$ cat src/rtl/ffba_pkg.sv
// Types and constants of the first-fit block allocator.
package ffba_pkg;

   localparam logic OP_ALLOC = 1'b0;
   localparam logic OP_FREE  = 1'b1;

   localparam logic [2:0] STATUS_OK      = 3'd0;
   localparam logic [2:0] STATUS_ZERO    = 3'd1;
   localparam logic [2:0] STATUS_NOMEM   = 3'd2;
   localparam logic [2:0] STATUS_NULL    = 3'd3;
   localparam logic [2:0] STATUS_UNKNOWN = 3'd4;

   localparam int CSR_IDX_BITS = 2;
   localparam logic [CSR_IDX_BITS-1:0] CSR_HEAP_BASE   = 2'd0;
   localparam logic [CSR_IDX_BITS-1:0] CSR_HEAP_LIMIT  = 2'd1;
   localparam logic [CSR_IDX_BITS-1:0] CSR_HEADER_SIZE = 2'd2;

   localparam logic [31:0] HEAP_BASE_RST   = 32'd65536;
   localparam logic [31:0] HEAP_LIMIT_RST  = 32'd1048576;
   localparam logic [7:0]  HEADER_SIZE_RST = 8'd24;

   typedef enum logic [1:0] {
      ST_IDLE,
      ST_MATCH,
      ST_COMMIT
   } state_type;

   typedef struct packed {
      logic        opcode;
      logic [31:0] request_size;
      logic [31:0] address;
   } req_type;

   typedef struct packed {
      logic [31:0] payload_address;
      logic [2:0]  status;
   } rsp_type;

   // Broadcast from the controller to every cell.
   typedef struct packed {
      logic search;     // capture first-fit select
      logic op_free;    // match on address, not on size
      logic addr_fits;  // address lies inside the address space
      logic set_free;   // selected cell becomes free
      logic take;       // selected cell is reused
      logic append;     // tail cell gets the new block
   } cell_ctl_type;

endpackage

$ cat src/rtl/ffba_cell.sv
// One table entry of the allocator with its link in the first-fit chain.
module ffba_cell #(
   parameter int INDEX    = 0,
   parameter int CNT_BITS = 7,
   parameter int CMP_BITS = 32
) (
   input  logic                    clock,
   input  logic                    reset,
   input  ffba_pkg::cell_ctl_type  ctl,
   input  logic [CNT_BITS-1:0]     count,
   input  logic [31:0]             req_size,
   input  logic [CMP_BITS-1:0]     key,
   input  logic [CMP_BITS-1:0]     top_offset,
   input  logic                    found_in,
   output logic                    found_out,
   output logic [CMP_BITS-1:0]     sel_offset
);

   logic [31:0]         size_ff;
   logic [CMP_BITS-1:0] off_ff;
   logic                free_ff;
   logic                sel_ff;
   logic                valid;
   logic                tail;
   logic                hit;

   assign valid = count > CNT_BITS'(INDEX);
   assign tail  = count == CNT_BITS'(INDEX);

   always_comb begin
      if (ctl.op_free) begin
         hit = valid && ctl.addr_fits && (off_ff == key);
      end else begin
         hit = valid && free_ff && (size_ff >= req_size);
      end
   end

   assign found_out  = found_in | hit;
   assign sel_offset = sel_ff ? off_ff : '0;

   always_ff @(posedge clock) begin
      if (reset) begin
         sel_ff <= 1'b0;
      end else if (ctl.search) begin
         sel_ff <= hit & ~found_in;
      end
   end

   always_ff @(posedge clock) begin
      if (ctl.append && tail) begin
         size_ff <= req_size;
         off_ff  <= top_offset;
         free_ff <= 1'b0;
      end else if (ctl.set_free && sel_ff) begin
         free_ff <= 1'b1;
      end else if (ctl.take && sel_ff) begin
         free_ff <= 1'b0;
      end
   end

endmodule

$ cat config.mk
export PLATFORM = sky130hd
export DESIGN_NAME = ffba_cell
export DESIGN_NICKNAME = d
export VERILOG_FILES = /design/src/rtl/ffba_pkg.sv /design/src/rtl/ffba_cell.sv
export SDC_FILE = /design/constraint.sdc
export NUM_CORES = 1
export LEC_CHECK = 0
export ABC_AREA = 1
export BUFFER_PORTS_ARGS = -buffer_cell sky130_fd_sc_hd__buf_4
export CAP_MARGIN = 30
export CORE_MARGIN = 2
export CORE_UTILIZATION = 40
export DETAILED_ROUTE_END_ITERATION = 7
export GPL_TIMING_DRIVEN = 0
export PLACE_DENSITY = 0.77
export RECOVER_POWER = 50
export SLEW_MARGIN = 20
export SYNTH_ARGS = -nofsm -noshare
export SYNTH_HDL_FRONTEND = slang
export SYNTH_SLANG_ARGS = --single-unit
$ cat constraint.sdc
create_clock -name clock -period 4.45 [get_ports clock]
set_input_delay 0.6675 -clock clock [delete_from_list [all_inputs] [get_ports clock]]
set_output_delay 0.6675 -clock clock [all_outputs]
set_load 0.01 [all_outputs]
==> impl_metrics.tcl <==
set metrics [dict create \
    drc_errors 0 \
    placed_cell_area_um2 4900 \
    initial_cell_density_of_the_core_pct 41.4 \
    cpPeakStageDelay_ns 1.10 \
    grt_max_degree 29 \
    cell_type_contributing_the_most_total_cell_area_after_synthesis "edfxtp_1" \
    worstSkewPairLatency_ns 0.34 \
    synth_compound_area_share_pct 4.79 \
    drt_pass1_iterations 4 \
    antennaDiodeCount 0 \
    synth_cells 385 \
    critical_path.n_buffers_inverters 2 \
    drt_iter0_markers 69 \
    netlist.area_leader.share_pct 52.9 \
    detailedPlacementHpwl_mm 6.61 \
    cts_inserted_buffers 9 \
    die_x_um 99.3 \
    yosysUniqueCellTypes 25 \
    vias_per_cell 4.56 \
    post-cts-setup-buffer-count 0 \
    final_critical_path_time_including_i_o_delays_and_setup_ns 3.19 \
    cts-hold-fix-buffers 0 \
    final.setup_skew_ns 0.0110 \
    drive_gt1_share_pct 27.6 \
    overflow_after_grt 0 \
    routed_wire_length_per_instance_um 12.6 \
    setup_repair_after_global_routing_missed_its_margin "false" \
    synth_most_common_cell "inv_1" \
    routed_wirelength_mm 8.27 \
    tightest_slew_ns 1.42 \
    muxShareOfSynthArea_pct 0 \
    synth.yosys.warnings 0 \
    place.port_buffers 144 \
    path_max_fanout 26 \
    clockRootBuffer "clkbuf_8" \
    placementRows 34 \
    synth_adder_area_share_pct 11.0 \
    synth_flop_cell "edfxtp_1" \
    yosys-top-cells-area "edfxtp_1 (53%), ha_1 (11%), inv_1 (10%), nand2_1 (9.9%), xnor2_1 (2.9%)" \
    power_per_cell_area_nw_per_um2 281 \
    synth_nets 529 \
    cp_top_family "simple AND/OR/NAND/NOR gates" \
    grt_antenna_before_repair 0 \
    cts.repair.resized 0 \
    worst_ir_drop_vdd_uv 165 \
    syn_to_final_growth_pct 39.4 \
    timing.final.crit_share_pct 71.6 \
    mappedNetlistArea_um2 3630 \
    synth-xor-area-share_pct 3.62 \
    slew_viols_final 0 \
    run_status "complete, no violations" \
    antenna_left 0 \
    critical-path-slowest-cell "clkbuf_1" \
    gp_congestion 0.837 \
    maximum_clock_path_buffer_count 2 \
    hold_violations 0 \
    tritoncts_clock_tree "done" \
    yosys.area_share.simple_pct 16.0 \
    first_global_vias 2985 \
    cts.htree.levels 3 \
    dieHeight_um 99.3 \
    synth_commonest_cells "inv_1 (97), nand2_1 (96), edfxtp_1 (64)" \
    cts_sinks 66 \
    fin_util_pct 57.8 \
    setup_violations 0 \
    largest_family_of_logic_cells_by_synthesized_area "simple AND/OR/NAND/NOR gates" \
    timing_worst_setup_path_type "input port to flip-flop" \
    leakagePower_uw 0.00263 \
    critical_path.cell_chain "clkbuf_4 -> nor3_1 -> nand4_1 -> nor2_1 -> clkbuf_1" \
    core_area_um2 8760 \
    worstSetupStartpointType "input port" \
    layout.nets 686 \
    seq_area_frac_synth_pct 54.0 \
    critPathArrivalTime_ns 3.14 \
    boundaryPins 145 \
    synth_area_per_cell_um2 9.43 \
    grt_first_pass_wirelength_mm 13.3 \
    final_area_um2 5060 \
    maxClockFrequency_mhz 314 \
    hold_path.class "flip-flop to flip-flop" \
    clkTransAtPathRegs_ns 0.07 \
    die-area_um2 9860 \
    max_cap_viol_count 0 \
    data_required_critical_path_ns 4.40 \
    via_count 2986 \
    grt.total_usage_pct 17.3 \
    setup.worst_path.end_class "flip-flop" \
    ys_async_sr_fraction_pct 0 \
    ys_ff_latch 66 \
    synth_enable_flop_cells 64 \
    timing.max_slew.rel_slack_pct 5.37 \
]
## placed cells by master, fill, tap and decap left out, drive strengths merged, types with 2 or more instances in the layout
cell / n
a21oi: 18
buf: 80
bufinv: 3
clkbuf: 79
clkinv: 4
dfxtp: 2
edfxtp: 64
ha: 32
inv: 98
nand2: 97
nand3b: 3
nand4: 10
nor2: 20
nor3: 2
o21a: 2
o21ai: 4
o22ai: 6
or2: 5
xnor2: 12
xor2: 3
## stage by stage
stage	hold slack (ns)	total power [uW]	TNS (ns)	std cells	setup WS [ns]
3_5_place_dp	0.460	842	0	639	1.56
3_3_place_gp	0.449	836	-69.68	637	-1.08
4_1_cts	0.469	1440	0	655	1.56
5_1_grt	0.463	1480	0	655	1.02
6_report	0.470	1420	0	655	1.26
2_1_floorplan	0.439	748	0	385	0.274
## worst paths after layout
kind,endpoint,from,slack (ns),depth (start not counted)
setup reg to reg,sel_ff,size_ff[7],2.65,15
setup / recovery,size_ff[4],count[5],1.26,5
hold reg to reg,free_ff,free_ff,0.47,2
hold / removal,free_ff,free_ff,0.47,2
## cells by family (layout without fill, tap and decap cells)
kind of cell / count (synthesis) / in the layout
AO/OA/AOI/OAI: 31 / 31
flip-flops: 66 / 66
buffers and inverters: 102 / 264
adder cells (fa/ha/maj): 32 / 32
AND/OR/NAND/NOR: 139 / 139
XOR/XNOR: 15 / 15
## state kept, by name, indices dropped and copies added, names as in the netlist
register	flops
sel_ff	1
size_ff	32
off_ff	32
free_ff	1
## power by group
part	leakage [uW]	switching, uW	internal, uW
logic	0.00192	54.4	82.8
registers	0.000591	1.01	683
clock network	0.000118	235	366
total	0.00263	290	1130
## worst register-to-register path, cell delays in order (launching register included)
cell and delay (ns):
edfxtp_1 0.37, ha_1 0.31, nand2_1 0.06, inv_1 0.06, nand2_1 0.07, nor2_1 0.11, nor2_1 0.05, nand2_1 0.06
nand2_1 0.05, nand2_1 0.08, nand2_1 0.05, nand2_1 0.12, nand2_1 0.06, nand2_1 0.08, nand2_1 0.07, a21oi_2 0.13
## cell type report
| class | instances | area, um^2 |
|---|---|---|
| flip-flops and latches | 66 | 1960 |
| plain buffers | 4 | 15.0 |
| repair buffers | 146 | 1060 |
| clock inverters | 7 | 108 |
| well taps | 108 | 135 |
| multi-input cells | 217 | 1290 |
| inverters | 98 | 368 |
| fillers | 792 | 3700 |
| clock buffers | 9 | 124 |
## per-layer routing
layer	global-route usage, %	wire length (um)
met1	19.4	3260
met2	31.1	4370
met3	5.55	518
met4	5.37	122
met5	0	0
No activity file was read; power rests on OpenSTA's default activity.
